File: src/design/xy_lattice_spin_engine_defines.svh
// ---------------------------------------------------------------------------
// Assertion macros for the XY lattice spin engine
// Clocked on clk, disabled while rst_n is low.
// ---------------------------------------------------------------------------
`ifndef XY_LATTICE_SPIN_ENGINE_DEFINES_SVH
`define XY_LATTICE_SPIN_ENGINE_DEFINES_SVH

// same-cycle implication
`define XYL_ASSERT_IMP(lbl, ante, cons, msg) \
  lbl: assert property (@(posedge clk) disable iff (!rst_n) (ante) |-> (cons)) \
    else $error(msg);

// next-cycle implication
`define XYL_ASSERT_NXT(lbl, ante, cons, msg) \
  lbl: assert property (@(posedge clk) disable iff (!rst_n) (ante) |=> (cons)) \
    else $error(msg);

`endif

File: src/design/xyl_pkg.sv
// ---------------------------------------------------------------------------
// xyl_pkg
// Types, constants and helper functions shared by the XY lattice spin engine.
// ---------------------------------------------------------------------------
`timescale 1ns / 1ps
`default_nettype none

package xyl_pkg;

  // lattice geometry; SIDE is a power of two so a site address is {row, col}
  localparam int SIDE       = 64;
  localparam int RC_W       = $clog2(SIDE);
  localparam int ADDR_W     = 2 * RC_W;
  localparam int NSITES     = SIDE * SIDE;
  localparam int PHASE_BITS = 16;
  localparam int WIDE_W     = 32;
  localparam int UPSHIFT    = WIDE_W - PHASE_BITS;

  // arithmetic widths
  localparam int ACC_W      = 32;
  localparam int SIN_W      = 18;
  localparam int VAL_W      = 31;
  localparam int VAL_LIMIT  = 536870912;
  localparam int LIM_BIT    = 29;
  localparam int CRD_W      = 56;
  localparam int CRD_PRE    = 20;
  localparam int CORDIC_STEPS = 21;
  localparam int SQ_W       = 64;
  localparam int SQ_STEPS   = 32;
  localparam int STEP_W     = 5;

  localparam logic [WIDE_W-1:0] QUARTER = 32'h4000_0000;
  localparam logic [WIDE_W-1:0] HALF    = 32'h8000_0000;
  localparam logic [30:0] SIN_A = 31'd1686629713;
  localparam logic [29:0] SIN_B = 30'd688904866;
  localparam logic [26:0] SIN_C = 27'd76016977;

  // operation kinds
  localparam logic [2:0] K_SET   = 3'd0;
  localparam logic [2:0] K_ROT   = 3'd1;
  localparam logic [2:0] K_DELTA = 3'd2;
  localparam logic [2:0] K_SITE  = 3'd3;
  localparam logic [2:0] K_ORX   = 3'd4;
  localparam logic [2:0] K_TOTAL = 3'd5;
  localparam logic [2:0] K_MAG   = 3'd6;

  // store address select
  localparam logic [2:0] AD_CTR      = 3'd0;
  localparam logic [2:0] AD_LEFT     = 3'd1;
  localparam logic [2:0] AD_RIGHT    = 3'd2;
  localparam logic [2:0] AD_DOWN     = 3'd3;
  localparam logic [2:0] AD_UP       = 3'd4;
  localparam logic [2:0] AD_SCAN     = 3'd5;
  localparam logic [2:0] AD_SC_DOWN  = 3'd6;
  localparam logic [2:0] AD_SC_RIGHT = 3'd7;

  // store write data select
  localparam logic [1:0] WR_ZERO = 2'd0;
  localparam logic [1:0] WR_ARG  = 2'd1;
  localparam logic [1:0] WR_ROT  = 2'd2;
  localparam logic [1:0] WR_OR   = 2'd3;

  // read data capture target
  localparam logic [1:0] CAP_NONE = 2'd0;
  localparam logic [1:0] CAP_CTR  = 2'd1;
  localparam logic [1:0] CAP_TH   = 2'd2;
  localparam logic [1:0] CAP_NB   = 2'd3;

  // trig phase select
  localparam logic [2:0] PH_DIFF   = 3'd0;
  localparam logic [2:0] PH_DIFFD  = 3'd1;
  localparam logic [2:0] PH_NB_COS = 3'd2;
  localparam logic [2:0] PH_NB_SIN = 3'd3;
  localparam logic [2:0] PH_TH_COS = 3'd4;
  localparam logic [2:0] PH_TH_SIN = 3'd5;

  // accumulator operations
  localparam logic [1:0] ACC_ADD_V = 2'd0;
  localparam logic [1:0] ACC_SUB_V = 2'd1;
  localparam logic [1:0] ACC_ADD_X = 2'd2;
  localparam logic [1:0] ACC_ADD_Y = 2'd3;

  typedef struct packed {
    logic              in_rdy;
    logic              mem_rd;
    logic              mem_wr;
    logic [2:0]        addr_sel;
    logic [1:0]        wr_sel;
    logic [1:0]        cap_sel;
    logic [1:0]        idx;
    logic              trig_go;
    logic [2:0]        ph_sel;
    logic [1:0]        acc_op;
    logic              scan_clr;
    logic              scan_inc;
    logic              set_degen;
    logic              cord_init;
    logic              cord_step;
    logic              sq_abs;
    logic              sq_x;
    logic              sq_y;
    logic              sq_step;
    logic [STEP_W-1:0] step;
    logic              res_load;
  } xyl_cmd_t;

  typedef struct packed {
    logic       in_valid;
    logic [2:0] kind;
    logic       trig_done;
    logic       scan_last;
    logic       h_zero;
    logic       out_free;
  } xyl_sts_t;

  // periodic neighbour index
  function automatic logic [RC_W-1:0] rc_inc(input logic [RC_W-1:0] v);
    return (v == RC_W'(SIDE - 1)) ? '0 : v + RC_W'(1);
  endfunction

  function automatic logic [RC_W-1:0] rc_dec(input logic [RC_W-1:0] v);
    return (v == '0) ? RC_W'(SIDE - 1) : v - RC_W'(1);
  endfunction

  // stored phase to full 32-bit circle
  function automatic logic [WIDE_W-1:0] to_wide(input logic [PHASE_BITS-1:0] a);
    return {a, {UPSHIFT{1'b0}}};
  endfunction

  // CORDIC arctangent table, 2^32 to the circle
  function automatic logic [WIDE_W-1:0] arc_at(input logic [STEP_W-1:0] i);
    logic [WIDE_W-1:0] a;
    unique case (i)
      5'd0:  a = 32'd536870912;
      5'd1:  a = 32'd316933406;
      5'd2:  a = 32'd167458907;
      5'd3:  a = 32'd85004756;
      5'd4:  a = 32'd42667331;
      5'd5:  a = 32'd21354465;
      5'd6:  a = 32'd10679838;
      5'd7:  a = 32'd5340245;
      5'd8:  a = 32'd2670163;
      5'd9:  a = 32'd1335087;
      5'd10: a = 32'd667544;
      5'd11: a = 32'd333772;
      5'd12: a = 32'd166886;
      5'd13: a = 32'd83443;
      5'd14: a = 32'd41722;
      5'd15: a = 32'd20861;
      5'd16: a = 32'd10430;
      5'd17: a = 32'd5215;
      5'd18: a = 32'd2608;
      5'd19: a = 32'd1304;
      5'd20: a = 32'd652;
      default: a = '0;
    endcase
    return a;
  endfunction

endpackage

`default_nettype wire

File: src/design/xyl_ctrl.sv
// ---------------------------------------------------------------------------
// xyl_ctrl
// Sequencer: store clearing, site fetch, trig terms, CORDIC, square root
// and result hand-off.
// ---------------------------------------------------------------------------
`timescale 1ns / 1ps
`default_nettype none

module xyl_ctrl
  import xyl_pkg::*;
(
  input  wire logic     clk,
  input  wire logic     rst_n,
  input  wire xyl_sts_t sts,
  output xyl_cmd_t      cmd
);

  localparam logic [4:0] S_CLEAR     = 5'd0;
  localparam logic [4:0] S_IDLE      = 5'd1;
  localparam logic [4:0] S_RD        = 5'd2;
  localparam logic [4:0] S_RDW       = 5'd3;
  localparam logic [4:0] S_DISP      = 5'd4;
  localparam logic [4:0] S_TRIG      = 5'd5;
  localparam logic [4:0] S_TWAIT     = 5'd6;
  localparam logic [4:0] S_CORD_INIT = 5'd7;
  localparam logic [4:0] S_CORD      = 5'd8;
  localparam logic [4:0] S_OR_WR     = 5'd9;
  localparam logic [4:0] S_SC_RD     = 5'd10;
  localparam logic [4:0] S_SC_W      = 5'd11;
  localparam logic [4:0] S_SC_T      = 5'd12;
  localparam logic [4:0] S_SC_TW     = 5'd13;
  localparam logic [4:0] S_SQ_ABS    = 5'd14;
  localparam logic [4:0] S_SQ_X      = 5'd15;
  localparam logic [4:0] S_SQ_Y      = 5'd16;
  localparam logic [4:0] S_SQ_IT     = 5'd17;
  localparam logic [4:0] S_FIN       = 5'd18;

  logic [4:0]        state_r, state_nxt;
  logic [STEP_W-1:0] step_r, step_nxt;
  logic              term_last;

  always_ff @(posedge clk) begin
    if (!rst_n) begin
      state_r <= S_CLEAR;
      step_r  <= '0;
    end else begin
      state_r <= state_nxt;
      step_r  <= step_nxt;
    end
  end

  assign term_last = (sts.kind == K_SITE) ? (step_r == STEP_W'(3)) : (step_r == STEP_W'(7));

  always_comb begin
    cmd       = '0;
    cmd.step  = step_r;
    state_nxt = state_r;
    step_nxt  = step_r;
    unique case (state_r)
      // zero every site after reset
      S_CLEAR: begin
        cmd.mem_wr   = 1'b1;
        cmd.addr_sel = AD_SCAN;
        cmd.wr_sel   = WR_ZERO;
        cmd.scan_inc = 1'b1;
        if (sts.scan_last) state_nxt = S_IDLE;
      end
      S_IDLE: begin
        cmd.in_rdy = 1'b1;
        if (sts.in_valid) begin
          state_nxt = S_RD;
          step_nxt  = '0;
        end
      end
      // centre, left, right, down, up
      S_RD: begin
        cmd.mem_rd = 1'b1;
        unique case (step_r)
          STEP_W'(0): begin
            cmd.addr_sel = AD_CTR;
            cmd.cap_sel  = CAP_CTR;
          end
          STEP_W'(1): begin
            cmd.addr_sel = AD_LEFT;
            cmd.cap_sel  = CAP_NB;
            cmd.idx      = 2'd0;
          end
          STEP_W'(2): begin
            cmd.addr_sel = AD_RIGHT;
            cmd.cap_sel  = CAP_NB;
            cmd.idx      = 2'd1;
          end
          STEP_W'(3): begin
            cmd.addr_sel = AD_DOWN;
            cmd.cap_sel  = CAP_NB;
            cmd.idx      = 2'd2;
          end
          default: begin
            cmd.addr_sel = AD_UP;
            cmd.cap_sel  = CAP_NB;
            cmd.idx      = 2'd3;
          end
        endcase
        if (step_r == STEP_W'(4)) state_nxt = S_RDW;
        else                      step_nxt  = step_r + STEP_W'(1);
      end
      S_RDW: begin
        state_nxt = S_DISP;
        step_nxt  = '0;
      end
      S_DISP: begin
        unique case (sts.kind)
          K_SET: begin
            cmd.mem_wr   = 1'b1;
            cmd.addr_sel = AD_CTR;
            cmd.wr_sel   = WR_ARG;
            state_nxt    = S_FIN;
          end
          K_ROT: begin
            cmd.mem_wr   = 1'b1;
            cmd.addr_sel = AD_CTR;
            cmd.wr_sel   = WR_ROT;
            state_nxt    = S_FIN;
          end
          K_DELTA, K_SITE, K_ORX: state_nxt = S_TRIG;
          K_TOTAL, K_MAG: begin
            cmd.scan_clr = 1'b1;
            state_nxt    = S_SC_RD;
          end
          default: state_nxt = S_FIN;
        endcase
      end
      // one neighbour term per pass through the sine unit
      S_TRIG: begin
        cmd.trig_go = 1'b1;
        unique case (sts.kind)
          K_DELTA: begin
            cmd.idx    = step_r[2:1];
            cmd.ph_sel = step_r[0] ? PH_DIFFD : PH_DIFF;
            cmd.acc_op = step_r[0] ? ACC_SUB_V : ACC_ADD_V;
          end
          K_SITE: begin
            cmd.idx    = step_r[1:0];
            cmd.ph_sel = PH_DIFF;
            cmd.acc_op = ACC_SUB_V;
          end
          default: begin
            cmd.idx    = step_r[2:1];
            cmd.ph_sel = step_r[0] ? PH_NB_SIN : PH_NB_COS;
            cmd.acc_op = step_r[0] ? ACC_ADD_Y : ACC_ADD_X;
          end
        endcase
        state_nxt = S_TWAIT;
      end
      S_TWAIT: begin
        if (sts.trig_done) begin
          if (term_last) begin
            state_nxt = (sts.kind == K_ORX) ? S_CORD_INIT : S_FIN;
          end else begin
            step_nxt  = step_r + STEP_W'(1);
            state_nxt = S_TRIG;
          end
        end
      end
      S_CORD_INIT: begin
        if (sts.h_zero) begin
          cmd.set_degen = 1'b1;
          state_nxt     = S_FIN;
        end else begin
          cmd.cord_init = 1'b1;
          step_nxt      = '0;
          state_nxt     = S_CORD;
        end
      end
      S_CORD: begin
        cmd.cord_step = 1'b1;
        if (step_r == STEP_W'(CORDIC_STEPS - 1)) state_nxt = S_OR_WR;
        else                                     step_nxt  = step_r + STEP_W'(1);
      end
      S_OR_WR: begin
        cmd.mem_wr   = 1'b1;
        cmd.addr_sel = AD_CTR;
        cmd.wr_sel   = WR_OR;
        state_nxt    = S_FIN;
      end
      // whole-lattice walk: site, then down and right for energy
      S_SC_RD: begin
        cmd.mem_rd = 1'b1;
        unique case (step_r)
          STEP_W'(0): begin
            cmd.addr_sel = AD_SCAN;
            cmd.cap_sel  = CAP_TH;
          end
          STEP_W'(1): begin
            cmd.addr_sel = AD_SC_DOWN;
            cmd.cap_sel  = CAP_NB;
            cmd.idx      = 2'd2;
          end
          default: begin
            cmd.addr_sel = AD_SC_RIGHT;
            cmd.cap_sel  = CAP_NB;
            cmd.idx      = 2'd1;
          end
        endcase
        if ((sts.kind == K_MAG) || (step_r == STEP_W'(2))) state_nxt = S_SC_W;
        else                                              step_nxt  = step_r + STEP_W'(1);
      end
      S_SC_W: begin
        step_nxt  = '0;
        state_nxt = S_SC_T;
      end
      S_SC_T: begin
        cmd.trig_go = 1'b1;
        if (sts.kind == K_MAG) begin
          cmd.ph_sel = step_r[0] ? PH_TH_SIN : PH_TH_COS;
          cmd.acc_op = step_r[0] ? ACC_ADD_Y : ACC_ADD_X;
        end else begin
          cmd.idx    = step_r[0] ? 2'd1 : 2'd2;
          cmd.ph_sel = PH_DIFF;
          cmd.acc_op = ACC_SUB_V;
        end
        state_nxt = S_SC_TW;
      end
      S_SC_TW: begin
        if (sts.trig_done) begin
          if (step_r[0]) begin
            cmd.scan_inc = 1'b1;
            step_nxt     = '0;
            if (sts.scan_last) state_nxt = (sts.kind == K_MAG) ? S_SQ_ABS : S_FIN;
            else               state_nxt = S_SC_RD;
          end else begin
            step_nxt  = STEP_W'(1);
            state_nxt = S_SC_T;
          end
        end
      end
      S_SQ_ABS: begin
        cmd.sq_abs = 1'b1;
        state_nxt  = S_SQ_X;
      end
      S_SQ_X: begin
        cmd.sq_x  = 1'b1;
        state_nxt = S_SQ_Y;
      end
      S_SQ_Y: begin
        cmd.sq_y  = 1'b1;
        step_nxt  = '0;
        state_nxt = S_SQ_IT;
      end
      S_SQ_IT: begin
        cmd.sq_step = 1'b1;
        if (step_r == STEP_W'(SQ_STEPS - 1)) state_nxt = S_FIN;
        else                                 step_nxt  = step_r + STEP_W'(1);
      end
      S_FIN: begin
        if (sts.out_free) begin
          cmd.res_load = 1'b1;
          state_nxt    = S_IDLE;
        end
      end
      default: state_nxt = S_IDLE;
    endcase
  end

endmodule

`default_nettype wire

File: config.mk
export PLATFORM = sky130hd
export DESIGN_NAME = xyl_ctrl
export DESIGN_NICKNAME = d
export VERILOG_FILES = /design/src/design/xy_lattice_spin_engine_defines.svh /design/src/design/xyl_pkg.sv /design/src/design/xyl_ctrl.sv
export SDC_FILE = /design/constraint.sdc
export NUM_CORES = 1
export LEC_CHECK = 0
export BUFFER_PORTS_ARGS = -buffer_cell sky130_fd_sc_hd__buf_2
export CORE_MARGIN = 3
export CORE_UTILIZATION = 48
export DETAILED_ROUTE_END_ITERATION = 16
export GPL_ROUTABILITY_DRIVEN = 0
export PLACE_DENSITY = 0.71
export SLEW_MARGIN = 20
export SYNTH_ARGS = -nofsm -noshare
export SYNTH_HDL_FRONTEND = slang
export SYNTH_SLANG_ARGS = --single-unit
File: constraint.sdc
create_clock -name clk -period 2.9 [get_ports clk]
set_input_delay 0.435 -clock clk [delete_from_list [all_inputs] [get_ports clk]]
set_output_delay 0.435 -clock clk [all_outputs]
set_load 0.1 [all_outputs]
---- Yosys cells after proc, flatten, opt, wreduce, memory -nomap -nowiden ----
Index checks and enable logic that the tools add are counted.
word-level totals
  bits in registers ....................... 10
  bits in latches ......................... 0
  memory bits (writable) .................. 0
  memory bits (read-only) ................. 0
  output and inout port bits .............. 33
  memories ................................ 0
cells by class
  add/sub/neg operators ................... 1
  $mul .................................... 0
  divide/modulo/power cells ............... 0
  $lt $le $gt $ge ......................... 0
  equal/unequal tests ..................... 46
  shifts and indexed selects .............. 0
  muxes and demuxes ....................... 69
  bitwise operators ....................... 0
  reduce and logical (&&, ||, !) cells .... 13
operators by type and width
  kind                                                 count
  2-to-1 mux 5 bit                                     25
  one-hot mux 5 bit (19 select lines)                  1
  one-hot mux 5 bit (9 select lines)                   1
  equality test 5 x 4 -> 1 bit, second input constant  8
  equality test 5 x 3 -> 1 bit, second input constant  6
  != test 2 bit, second input constant                 15
  equality test 5 bit, second input constant           5
  one-hot mux 3 bit (4 select lines)                   2
  one-hot mux 6 bit (2 select lines)                   2
  2-to-1 mux 1 bit                                     23
  equality test 5 x 2 -> 1 bit, second input constant  4
  one-hot mux 2 bit (2 select lines)                   4
  equality test 5 x 1 -> 1 bit, second input constant  2
  zero test 5 bit                                      2
  2-to-1 mux 2 bit                                     5
  one-hot mux 5 bit (2 select lines)                   1
  AND reduction 10 bit                                 1
  equality test 3 bit, second input constant           3
  AND reduction 9 bit                                  1
  nonzero test 9 bit                                   1
  one-hot mux 2 bit (4 select lines)                   1
  one-hot mux 4 bit (2 select lines)                   1
  OR reduction 2 bit                                   4
  equality test 3 x 2 -> 1 bit, second input constant  2
  other kinds (7)                                      9

---- Logic depth before layout (Yosys ltp) ----
Gate-level depths: netlist (run 1).
  depth in word-level cells ............... 6
  mapped depth ............................ 8
  gate-level depth less buffers ........... 8

---- Least setup slack after synthesis (run 1) ----
OpenSTA, ideal clock, no wires.
  kind .................................... flip-flop to output port
  from .................................... register step_r[0]
  to ...................................... output cmd[23] (netlist name)
  arrival ................................. 3.949 ns
  data required time ...................... 2.465 ns
  path slack .............................. -1.484 ns
  stages on the path, launching flop included .. 6
  cell sequence ........................... dfxtp_1 > clkbuf_1 > inv_1 > ha_1 > and2_1 > o21ai_0
RTL lines
  item                    line            text
  start, declared         xyl_ctrl.sv:39  logic [STEP_W-1:0] step_r, step_nxt;
  start signal, assigned  xyl_ctrl.sv:48  step_r <= step_nxt;
  end, declared           xyl_ctrl.sv:15  output xyl_cmd_t cmd

==> insert_results.sql, run 1 <==
INSERT INTO impl_metrics (metric_group, metric, value, unit) VALUES
('run_status', 'result_of_the_run', 'completed', ''),
('critical_path', 'path_cells', 'buf_4 -> or3b_2 -> nor2_1 -> a22oi_1 -> nor2b_1 -> or3_1 -> buf_12', ''),
('routing', 'drc', '0', ''),
('timing', 'final.setup_skew', '0.003979', 'ns'),
('power', 'pwr-share-seq', '12.9', '%'),
('timing', 'final_min_period_over_clock_period', '95.20', '%'),
('global_route', 'grt_pass1_vias', '1710', ''),
('timing', 'maxSlewViolCount', '0', ''),
('finish', 'nNetsFinal', '291', ''),
('global_route', 'grtUsageTotal', '25.09', '%'),
('logic_synthesis', 'synth.mux.area_fraction', '0', '%'),
('critical_path', 'worstPathRequired', '2.47', 'ns'),
('logic_synthesis', 'synth-warning-count', '0', ''),
('floorplan', 'total_die_area', '0.004080', 'mm²'),
('critical_path', 'crit_path_start_kind', 'flip-flop', ''),
('clock_tree', 'insertion_delay', '0.28', 'ns'),
('routing', 'first_iter_violations', '244', ''),
('logic_synthesis', 'synth_enable_flop_cells', '0', ''),
('global_route', 'grt_overflow_total', '0', ''),
('finish', 'ff_latch_area', '205.2', 'µm²'),
('critical_path', 'critical_path_class', 'reg -> out', ''),
('clock_tree', 'cts_inserted_buffers', '3', ''),
('power', 'comb_power_share', '80.4', '%'),
('logic_synthesis', 'synth_area_leader_cell', 'sky130_fd_sc_hd__dfxtp_1', ''),
('power', 'p_sw_share', '66.48', '%'),
('critical_path', 'rrSetupSlack', '0.46', 'ns'),
('global_route', 'initial_antenna_violation_count', '0', ''),
('finish', 'insertedDiodeCount', '0', ''),
('timing', 'final_period_minus_worst_setup_slack', '2.761', 'ns'),
('finish', 'areaGrowthSynthToFinish', '25.68', '%'),
('critical_path', 'reg2regPathDepth', '8', ''),
('floorplan', 'area_of_the_core', '0.003128', 'mm²'),
('place', 'place_inst', '315', ''),
('critical_path', 'crit_family', 'simple AND/OR/NAND/NOR gates', ''),
('critical_path', 'critical_path_arrival', '2.33', 'ns'),
('logic_synthesis', 'compound_gate_portion_of_the_synthesized_area', '31.21', '%'),
('min_path', 'worst_hold_startpoint', 'rst_n', ''),
('critical_path', 'cp_num_buf_inv', '2', ''),
('logic_synthesis', 'synth-seq-cells', '10', ''),
('clock_tree', 'cts_buffer_depth', '2', ''),
('clock_tree', 'cts_tree', 'yes', ''),
('power', 'power_internal', '663.5', 'µW'),
('logic_synthesis', 'async_reset_ff_share', '0', '%'),
('clock_tree', 'numClockSinks', '10', ''),
('logic_synthesis', 'postSynth.topFlopCell', 'sky130_fd_sc_hd__dfxtp_1', ''),
('critical_path', 'master_of_the_slowest_instance_on_the_critical_path', 'sky130_fd_sc_hd__or3b_2', ''),
('routing', 'ant_nets', '0', ''),
('logic_synthesis', 'synth.avg_cell_area', '6.784', 'µm²'),
('logic_synthesis', 'ys_types', '58', ''),
('min_path', 'hold_path_cells', '2', ''),
('logic_synthesis', 'synth_simple_gate_area_share', '43.66', '%'),
('logic_synthesis', 'postSynthNetCount', '252', ''),
('logic_synthesis', 'synth_xor_xnor_area_share', '1.634', '%'),
('routing', 'wl_per_cell', '16.24', 'µm'),
('global_route', 'grt_max_degree', '19', ''),
('logic_synthesis', 'synth_sequential_area_ratio', '12.45', '%'),
('floorplan', 'initial_core_util', '51.40', '%'),
('logic_synthesis', 'yosysMostFrequentCell', 'sky130_fd_sc_hd__nand2_1', ''),
('timing', 'holdWs', '0.4683', 'ns'),
('floorplan', 'top_level_ports', '43', ''),
('finish', 'nFillCells', '294', ''),
('power', 'p_clk_share', '6.7', '%'),
('logic_synthesis', 'syn-cell-area', '0.001608', 'mm²'),
('finish', 'final_util', '64.60', '%'),
('timing', 'report.final.hold_viol_count', '0', ''),
('power', 'ir_worst_vdd', '560.8', 'µV'),
('timing', 'fmaxAchievable', '362.2', 'MHz'),
('logic_synthesis', 'synth-adder-area-share', '3.891', '%'),
('place', 'post_place_setup_slack', '0.3580', 'ns'),
('finish', 'finish.instance_area', '0.002021', 'mm²'),
('place', 'place_area', '0.001978', 'mm²');
-- worst max path at each step --
stage	start	to	cells past startpoint
2_1_floorplan	state_r[3]$_SDFFE_PN0P_	cmd[18]	4
3_3_place_gp	state_r[3]$_SDFFE_PN0P_	cmd[25]	5
3_5_place_dp	state_r[3]$_SDFFE_PN0P_	cmd[25]	5
4_1_cts	state_r[3]$_SDFFE_PN0P_	cmd[25]	5
5_1_grt	state_r[4]$_SDFFE_PN0P_	cmd[28]	7
6_report	state_r[4]$_SDFFE_PN0P_	cmd[28]	7
-- power by group through the flow --
stage	Clock [mW]	Combinational [mW]	Sequential, mW
after detailed placement	0	1.57	0.252
after global placement	0	1.56	0.252
after floorplan	0	1.30	0.244
after CTS	0.135	1.57	0.250
after global routing	0.140	1.68	0.266
final	0.133	1.59	0.255
-- placed cells by master (no fill, tap or decap), types with 6 or more instances in the layout --
cell type	Yosys	routed
sky130_fd_sc_hd__inv_1	7	7
sky130_fd_sc_hd__buf_12	0	6
sky130_fd_sc_hd__buf_2	2	36
sky130_fd_sc_hd__nor2_1	18	17
sky130_fd_sc_hd__nand3_1	12	12
sky130_fd_sc_hd__o21ai_0	19	15
sky130_fd_sc_hd__buf_4	1	8
sky130_fd_sc_hd__nand2_1	26	25
sky130_fd_sc_hd__nor2b_1	8	8
sky130_fd_sc_hd__nand3b_1	7	7
sky130_fd_sc_hd__or3_1	7	6
sky130_fd_sc_hd__a21oi_1	15	15
sky130_fd_sc_hd__dfxtp_1	10	6
sky130_fd_sc_hd__and2_1	6	6
-- kinds of logic after synthesis --
logic type | after synthesis
fa+ha+maj | 5
simple gates | 123
buf+inv | 23
flops | 10
xor+xnor | 3
compound gates | 73
-- flip-flops by register name, indices dropped and copies added, names as in the netlist --
name and count:
state_r 5, step_r 5
-- per-layer routing --
layer  wire length, µm  GRT usage [%]  vias up
met5                 0              0        -
li1                  -              -      970
met4               105          6.469        0
met2              2356          41.16      105
met3               436          3.163       13
met1              2283          34.40      908
-- layout make-up --
| cell class | instances | share of cell area [%] |
|---|---|---|
| repair buffers | 50 | 17.83 |
| multi-input cells | 204 | 66.19 |
| clock buffers | 4 | 1.796 |
| well taps | 44 | 2.724 |
| flip-flops and latches | 10 | 10.15 |
| inverters | 7 | 1.300 |
-- timing repair --
| item | 4_1_cts | 5_1_grt |
|---|---|---|
| resized for setup | 0 | 2 |
| setup endpoints to repair | 0 | 7 |
| setup buffers | 0 | 0 |
No activity file was read; power rests on OpenSTA's default activity.
==> run 2: changes to the inputs <==
- CORE_UTILIZATION: 48 -> 36
- PLACE_DENSITY: 0.71 -> 0.55
==> run 2 against run 1 <==
Compared with the run above: global-route usage shrank 4.8 points; routed wire length grew 2.9%; fmax grew 1.5%; power grew 0.94%; critical endpoint is now cmd[21]; largest power group unchanged.
==> insert_results.sql, run 2 (synthesized netlist as in run 1, its figures left out) <==
INSERT INTO impl_metrics (metric_group, metric, value, unit) VALUES
('timing', 'maxSlewViolCount', '0', ''),
('global_route', 'grt_max_degree', '19', ''),
('power', 'power_density_over_the_cells', '968.4', 'mW/mm²'),
('critical_path', 'master_of_the_slowest_instance_on_the_critical_path', 'sky130_fd_sc_hd__or3b_2', ''),
('clock_tree', 'numClockSinks', '10', ''),
('timing', 'holdWs', '0.5212', 'ns'),
('floorplan', 'die_h', '72.83', 'µm'),
('floorplan', 'initial_core_util', '38.80', '%'),
('routing', 'routed_via_density', '6.052', ''),
('global_route', 'grtUsageTotal', '20.25', '%'),
('timing', 'max-slew-margin-rel', '65.12', '%'),
('finish', 'nNetsFinal', '292', ''),
('critical_path', 'crit_family', 'simple AND/OR/NAND/NOR gates', ''),
('clock_tree', 'cts_tree', 'yes', ''),
('run_status', 'result_of_the_run', 'completed', ''),
('critical_path', 'critical_path_class', 'reg -> out', ''),
('finish', 'largestRegisters', 'state_r: 5 flops, step_r: 5 flops', ''),
('critical_path', 'critPathCaptureType', 'primary output', ''),
('clock_tree', 'cts_buffer_depth', '2', ''),
('critical_path', 'cp_num_buf_inv', '1', ''),
('global_route', 'grt_pass1_vias', '1741', ''),
('global_route', 'initial_antenna_violation_count', '0', ''),
('critical_path', 'path_cells', 'or3b_2 -> nand3b_1 -> o21ai_0 -> a221o_2 -> buf_12', ''),
('finish', 'finish.instance_area', '0.002063', 'mm²'),
('routing', 'wl_per_cell', '16.40', 'µm'),
('timing', 'finalSetupViolCount', '0', ''),
('clock_tree', 'cts-htree-levels', '1', ''),
('clock_tree', 'cts_inserted_buffers', '3', ''),
('critical_path', 'crit_path_start_kind', 'flip-flop', ''),
('routing', 'routed_wl', '5.331', 'mm'),
('floorplan', 'std_cell_rows', '23', ''),
('timing', 'final_min_period_over_clock_period', '93.82', '%'),
('routing', 'vias', '1967', ''),
('power', 'power', '1.998', 'mW'),
('clock_tree', 'cts.clk_slew.worst_paths', '0.05', 'ns'),
('timing', 'final.setup_skew', '0.003041', 'ns'),
('routing', 'ant_nets', '0', ''),
('timing', 'unrepaired_setup_endpoints_after_global_routing', 'false', ''),
('timing', 'fmaxAchievable', '367.6', 'MHz'),
('routing', 'first_pass_iters', '4', ''),
('critical_path', 'critical_path_arrival', '2.29', 'ns'),
('finish', 'insertedDiodeCount', '0', ''),
('place', 'place_area', '0.002008', 'mm²'),
('finish', 'final_util', '49.79', '%'),
('global_route', 'grt_overflow_total', '0', ''),
('critical_path', 'timing.critical_path.slowest_cell_delay', '0.58', 'ns'),
('floorplan', 'top_level_ports', '43', ''),
('critical_path', 'worstPathMaxFanout', '18', ''),
('place', 'numPortBuffers', '42', ''),
('routing', 'first_iter_violations', '267', ''),
('power', 'power_leakage', '0.8829', 'nW'),
('timing', 'final_period_minus_worst_setup_slack', '2.721', 'ns'),
('place', 'place.detailed.hpwl', '4.172', 'mm'),
('min_path', 'holdCritPathClass', 'in -> reg', ''),
('floorplan', 'total_die_area', '0.005304', 'mm²'),
('global_route', 'wire_length_of_the_first_global_routing_pass', '8.514', 'mm'),
('clock_tree', 'postCtsSetupRepairBufs', '0', ''),
('timing', 'report.final.hold_viol_count', '0', ''),
('clock_tree', 'cts.root.buffer_cell', 'sky130_fd_sc_hd__clkbuf_8', ''),
('timing', 'timing_worst_slew_pin_value', '0.5226', 'ns'),
('finish', 'areaGrowthSynthToFinish', '28.33', '%'),
('run', 'maxCapViolCount', '0', ''),
('finish', 'mostFrequentLayoutCells', 'sky130_fd_sc_hd__buf_2 (32), sky130_fd_sc_hd__nand2_1 (25), sky130_fd_sc_hd__nor2_1 (17), sky130_fd_sc_hd__o21ai_0 (15), sky130_fd_sc_hd__a21oi_1 (15)', ''),
('floorplan', 'area_of_the_core', '0.004144', 'mm²'),
('clock_tree', 'insertion_delay', '0.24', 'ns'),
('finish', 'post_route_cells_drive_above_1_share', '28.36', '%'),
('critical_path', 'worstPathRequired', '2.47', 'ns'),
('floorplan', 'die_width', '72.83', 'µm'),
('routing', 'drc', '0', ''),
('finish', 'layout_commonest_cell', 'sky130_fd_sc_hd__buf_2', ''),
('power', 'ir_worst_vdd', '495.7', 'µV');
==> run 2: layout make-up <==
type	instances	area (µm²)
Multi-Input combinational cell	204	1338
Clock buffer	3	41.29
Tap cell	50	62.56
Fill cell	459	2081
Inverter	7	26.28
Timing Repair Buffer	51	390.4
Sequential cell	10	205.2
==> run 2: metrics by stage <==
step / TNS (ns) / instances / worst slack [ns]
3_5_place_dp: 0 / 322 / 0.3404
5_1_grt: 0 / 325 / 0.02770
6_report: 0 / 325 / 0.1793
3_3_place_gp: 0 / 322 / 0.3306
2_1_floorplan: -0.04304 / 237 / -0.04304
4_1_cts: 0 / 325 / 0.09381
==> run 2: repair_timing <==
item,in CTS,in global routing
hold buffers,0,0
setup endpoints to repair,0,5
resized for setup,0,5
==> run 2: path summary, 6_finish.rpt <==
kind,from,endpoint,slack (ns),cells past startpoint
worst max-delay path,state_r[3]$_SDFFE_PN0P_,cmd[21],0.18,5
worst max register to register,step_r[0]$_SDFFE_PN0P_,step_r[1]$_SDFFE_PN0P_,0.43,8
worst min-delay path,rst_n,state_r[2]$_SDFFE_PN0P_,0.52,2
worst min register to register,step_r[1]$_SDFFE_PN0P_,step_r[1]$_SDFFE_PN0P_,0.54,2
==> run 2: power by group <==
| part | switching (mW) | leakage, nW | internal (mW) |
|---|---|---|---|
| registers | 0.0962 | 0.0832 | 0.169 |
| clock network | 0.0560 | 0.0216 | 0.0911 |
| logic | 1.16 | 0.778 | 0.430 |
==> run 2: metal layers <==
| layer | track usage (%) | up-vias | wire length, µm |
|---|---|---|---|
| met5 | 0 | - | 0 |
| met2 | 33.07 | 72 | 2496 |
| met1 | 26.80 | 916 | 2368 |
| met3 | 3.444 | 12 | 364 |
| met4 | 6.967 | 0 | 102 |
| li1 | - | 967 | - |
==> run 3: changes to the inputs <==
- ABC_AREA: default -> 1
- PLACE_DENSITY: 0.55 -> 0.56
==> run 3 against run 2 <==
Compared with the run above: core utilization shrank 1.2 points; final area shrank 9.2%; die area shrank 5.1%; worst hold slack lost 0.048 ns; combinational power shrank 9%; area after synthesis shrank 5.6%; clock power grew 21%; power shrank 6.9%; fmax grew 2.9%; non-clock buffer count shrank 8; first-iteration DRC count shrank 39%; highest routed layer unchanged.
==> insert_results.sql, run 3 <==
INSERT INTO impl_metrics (metric_group, metric, value, unit) VALUES
('timing', 'max-slew-margin-rel', '67.52', '%'),
('timing', 'final_period_minus_worst_setup_slack', '2.645', 'ns'),
('logic_synthesis', 'synth_xor_xnor_area_share', '0.5771', '%'),
('clock_tree', 'post_cts_hold_buffer_count', '0', ''),
('finish', 'post_route_cells_drive_above_1_share', '20.35', '%'),
('power', 'power_density_over_the_cells', '992.7', 'mW/mm²'),
('power', 'p_sw_share', '69.66', '%'),
('clock_tree', 'cts.repair.resized', '0', ''),
('place', 'numPortBuffers', '42', ''),
('timing', 'unrepaired_setup_endpoints_after_global_routing', 'false', ''),
('logic_synthesis', 'synth_enable_flop_cells', '0', ''),
('floorplan', 'area_of_the_core', '0.003854', 'mm²'),
('critical_path', 'critPathCaptureType', 'primary output', ''),
('logic_synthesis', 'netlist_top_cells_area', 'sky130_fd_sc_hd__nand2_1 (21%), sky130_fd_sc_hd__nor2_1 (15%), sky130_fd_sc_hd__dfxtp_1 (13%)', ''),
('finish', 'ff_latch_area', '209.0', 'µm²'),
('floorplan', 'std_cell_rows', '22', ''),
('logic_synthesis', 'synth.mux.area_fraction', '0', '%'),
('timing', 'finalSetupViolCount', '0', ''),
('critical_path', 'path_cells', 'inv_2 -> nand2_1 -> nor2_1 -> nand2_1 -> nor3_1 -> inv_1 -> o21ai_0 -> buf_2', ''),
('timing', 'report.final.hold_viol_count', '0', ''),
('critical_path', 'reg2reg_from', 'state_r[0]$_SDFFE_PN0P_', ''),
('critical_path', 'rrSetupSlack', '0.97', 'ns'),
('logic_synthesis', 'synth_sequential_area_ratio', '13.19', '%'),
('logic_synthesis', 'compound_gate_portion_of_the_synthesized_area', '9.975', '%'),
('critical_path', 'timing.critical_path.slowest_cell_delay', '0.44', 'ns'),
('logic_synthesis', 'synth-adder-area-share', '4.122', '%'),
('clock_tree', 'cts_tree', 'yes', ''),
('critical_path', 'reg2regPathDepth', '9', ''),
('timing', 'holdWs', '0.4736', 'ns'),
('logic_synthesis', 'syn-instance-count', '301', ''),
('logic_synthesis', 'ys_types', '24', ''),
('floorplan', 'die_width', '70.93', 'µm'),
('logic_synthesis', 'synth_top_family_by_area', 'simple AND/OR/NAND/NOR gates', ''),
('logic_synthesis', 'synth.avg_cell_area', '5.042', 'µm²'),
('power', 'power_internal', '564.2', 'µW'),
('finish', 'nNetsFinal', '360', ''),
('finish', 'multiInputGateArea', '0.001157', 'mm²'),
('logic_synthesis', 'synth-seq-cells', '10', ''),
('routing', 'first_pass_iters', '5', ''),
('logic_synthesis', 'synth_area_leader_cell', 'sky130_fd_sc_hd__nand2_1', ''),
('timing', 'fmaxAchievable', '378.1', 'MHz'),
('critical_path', 'critPathCapture', 'cmd[25]', ''),
('logic_synthesis', 'synth-warning-count', '0', ''),
('power', 'ir_worst_vdd', '449.5', 'µV'),
('routing', 'routed_via_density', '5.255', ''),
('clock_tree', 'cts-htree-levels', '1', ''),
('place', 'post_place_setup_slack', '0.5406', 'ns'),
('clock_tree', 'cts.clk_slew.worst_paths', '0.05', 'ns'),
('logic_synthesis', 'most_frequent_cells_after_synthesis', 'sky130_fd_sc_hd__nand2_1 (86), sky130_fd_sc_hd__nor2_1 (61), sky130_fd_sc_hd__inv_1 (44)', ''),
('critical_path', 'critical-path-top-cell-by-count', 'sky130_fd_sc_hd__nand2_1', ''),
('timing', 'final_min_period_over_clock_period', '91.20', '%'),
('global_route', 'grt_max_degree', '12', ''),
('run', 'maxCapViolCount', '0', ''),
('power', 'pwr-share-seq', '13.0', '%'),
('routing', 'ant_nets', '0', ''),
('power', 'switching_power', '1.295', 'mW'),
('global_route', 'grt_overflow_total', '0', ''),
('critical_path', 'r2r-end', 'step_r[4]$_SDFFE_PN0P_', ''),
('logic_synthesis', 'async_reset_ff_share', '0', '%'),
('finish', 'areaGrowthSynthToFinish', '23.41', '%'),
('logic_synthesis', 'synth_simple_gate_area_share', '59.19', '%'),
('logic_synthesis', 'synth_top_area_share', '21.27', '%'),
('global_route', 'wire_length_of_the_first_global_routing_pass', '8.769', 'mm'),
('critical_path', 'worstPathRequired', '2.47', 'ns'),
('clock_tree', 'cts_inserted_buffers', '3', ''),
('logic_synthesis', 'postSynthNetCount', '316', ''),
('timing', 'timing_worst_slew_pin_value', '0.4905', 'ns'),
('finish', 'layout_commonest_cell', 'sky130_fd_sc_hd__nand2_1', ''),
('clock_tree', 'insertion_delay', '0.24', 'ns'),
('finish', 'insertedDiodeCount', '0', ''),
('clock_tree', 'cts.root.buffer_cell', 'sky130_fd_sc_hd__clkbuf_8', ''),
('place', 'place.detailed.hpwl', '4.304', 'mm'),
('clock_tree', 'postCtsSetupRepairBufs', '0', ''),
('power', 'comb_power_share', '77.4', '%'),
('clock_tree', 'cts_buffer_depth', '2', ''),
('critical_path', 'critical_path_class', 'reg -> out', ''),
('floorplan', 'die_h', '70.93', 'µm'),
('floorplan', 'top_level_ports', '43', ''),
('power', 'power_leakage', '1.130', 'nW'),
('global_route', 'initial_antenna_violation_count', '0', ''),
('global_route', 'grtUsageTotal', '21.29', '%'),
('routing', 'routed_wl', '5.186', 'mm'),
('global_route', 'grt_pass1_vias', '1887', ''),
('critical_path', 'critical_path_arrival', '2.21', 'ns'),
('min_path', 'holdCritPathClass', 'in -> reg', ''),
('logic_synthesis', 'syn-cell-area', '0.001518', 'mm²'),
('finish', 'mostFrequentLayoutCells', 'sky130_fd_sc_hd__nand2_1 (86), sky130_fd_sc_hd__nor2_1 (60), sky130_fd_sc_hd__inv_1 (44), sky130_fd_sc_hd__buf_2 (42), sky130_fd_sc_hd__nand3_1 (29)', ''),
('routing', 'wl_per_cell', '13.23', 'µm'),
('finish', 'largestRegisters', 'state_r: 5 flops, step_r: 5 flops', ''),
('run_status', 'result_of_the_run', 'completed', ''),
('critical_path', 'worst_setup_path_startpoint', 'state_r[4]$_SDFFE_PN0P_', ''),
('finish', 'nFillCells', '441', ''),
('logic_synthesis', 'yosysMostFrequentCell', 'sky130_fd_sc_hd__nand2_1', ''),
('critical_path', 'worstPathMaxFanout', '11', ''),
('logic_synthesis', 'postSynth.topFlopCell', 'sky130_fd_sc_hd__dfxtp_1', ''),
('timing', 'maxSlewViolCount', '0', ''),
('routing', 'drc', '0', ''),
('routing', 'first_iter_violations', '164', ''),
('timing', 'setup_slack', '0.2552', 'ns'),
('floorplan', 'total_die_area', '0.005031', 'mm²'),
('floorplan', 'initial_core_util', '39.38', '%'),
('timing', 'final.setup_skew', '0.0009007', 'ns'),
('critical_path', 'master_of_the_slowest_instance_on_the_critical_path', 'sky130_fd_sc_hd__buf_2', ''),
('clock_tree', 'numClockSinks', '10', ''),
('routing', 'vias', '2060', ''),
('critical_path', 'crit_path_start_kind', 'flip-flop', ''),
('power', 'p_clk_share', '9.6', '%');
[run 3: changes by cell type after synthesis, moves of 6 or more]
| cell | before | now |
|---|---|---|
| sky130_fd_sc_hd__nand2_1 | 26 | 86 |
| sky130_fd_sc_hd__nor2_1 | 18 | 61 |
| sky130_fd_sc_hd__inv_1 | 7 | 44 |
| sky130_fd_sc_hd__nand3_1 | 12 | 29 |
| sky130_fd_sc_hd__nand4_1 | 1 | 10 |
| sky130_fd_sc_hd__clkbuf_1 | 9 | 1 |
| sky130_fd_sc_hd__nor2b_1 | 8 | 0 |
| sky130_fd_sc_hd__or3_1 | 7 | 0 |
| sky130_fd_sc_hd__and2_1 | 6 | 0 |
[run 3: final cells by class]
| class | count | area share (%) |
|---|---|---|
| inverters | 46 | 9.285 |
| multi-input cells | 241 | 61.79 |
| clock buffers | 4 | 2.939 |
| flip-flops and latches | 10 | 11.16 |
| repair buffers | 43 | 11.62 |
| well taps | 48 | 3.206 |
[run 3: power by group through the flow]
stage | registers (mW) | clock network (mW) | logic [mW]
after global placement | 0.241 | 0 | 1.44
after floorplan | 0.348 | 0 | 1.08
after global routing | 0.252 | 0.190 | 1.56
final | 0.242 | 0.178 | 1.44
after CTS | 0.239 | 0.182 | 1.44
after detailed placement | 0.242 | 0 | 1.43
[run 3: routing by layer]
metal,vias up,part of all wire (%),track usage (%)
li1,1047,-,-
met1,911,47,29.42
met2,91,44,33.88
met3,11,7.9,3.977
met4,0,1.7,5.637
met5,-,0,0
[run 3: worst min-delay path by stage]
stage | start | end | depth (start not counted)
global route | rst_n | step_r[0]$_SDFFE_PN0P_ | 3
global placement | state_r[1]$_SDFFE_PN0P_ | state_r[1]$_SDFFE_PN0P_ | 2
CTS | rst_n | step_r[2]$_SDFFE_PN0P_ | 3
floorplan | state_r[1]$_SDFFE_PN0P_ | state_r[1]$_SDFFE_PN0P_ | 2
finish | rst_n | step_r[2]$_SDFFE_PN0P_ | 3
detailed placement | state_r[4]$_SDFFE_PN0P_ | state_r[4]$_SDFFE_PN0P_ | 2
[run 3: critical path, delay by kind of cell, from the launching register on]
kind | cells | cell delay [ns]
and+or+nand+nor | 4 | 0.75
buffers and inverters | 3 | 0.71
DFF | 1 | 0.36
AOI/OAI and AO/OA | 1 | 0.14
[run 3: stage by stage]
stage                     instance area [µm²]  power, mW  util (%)  cells  TNS (ns)
after floorplan                          1565      1.426         -    301    -1.325
after global placement                   1818      1.681     47.18    388         0
after detailed placement                 1818      1.676     47.18    388         0
after CTS                                1873      1.858     48.60    392         0
after global routing                     1873      2.006     48.60    392         0
final                                    1873      1.859     48.60    392         0
[run 3: kinds of logic after synthesis]
| kind of cell | after synthesis |
|---|---|
| flip-flops | 10 |
| buffers and inverters | 50 |
| adder cells (fa/ha/maj) | 5 |
| AND/OR/NAND/NOR | 206 |
| XOR/XNOR | 1 |
| AO/OA/AOI/OAI | 29 |
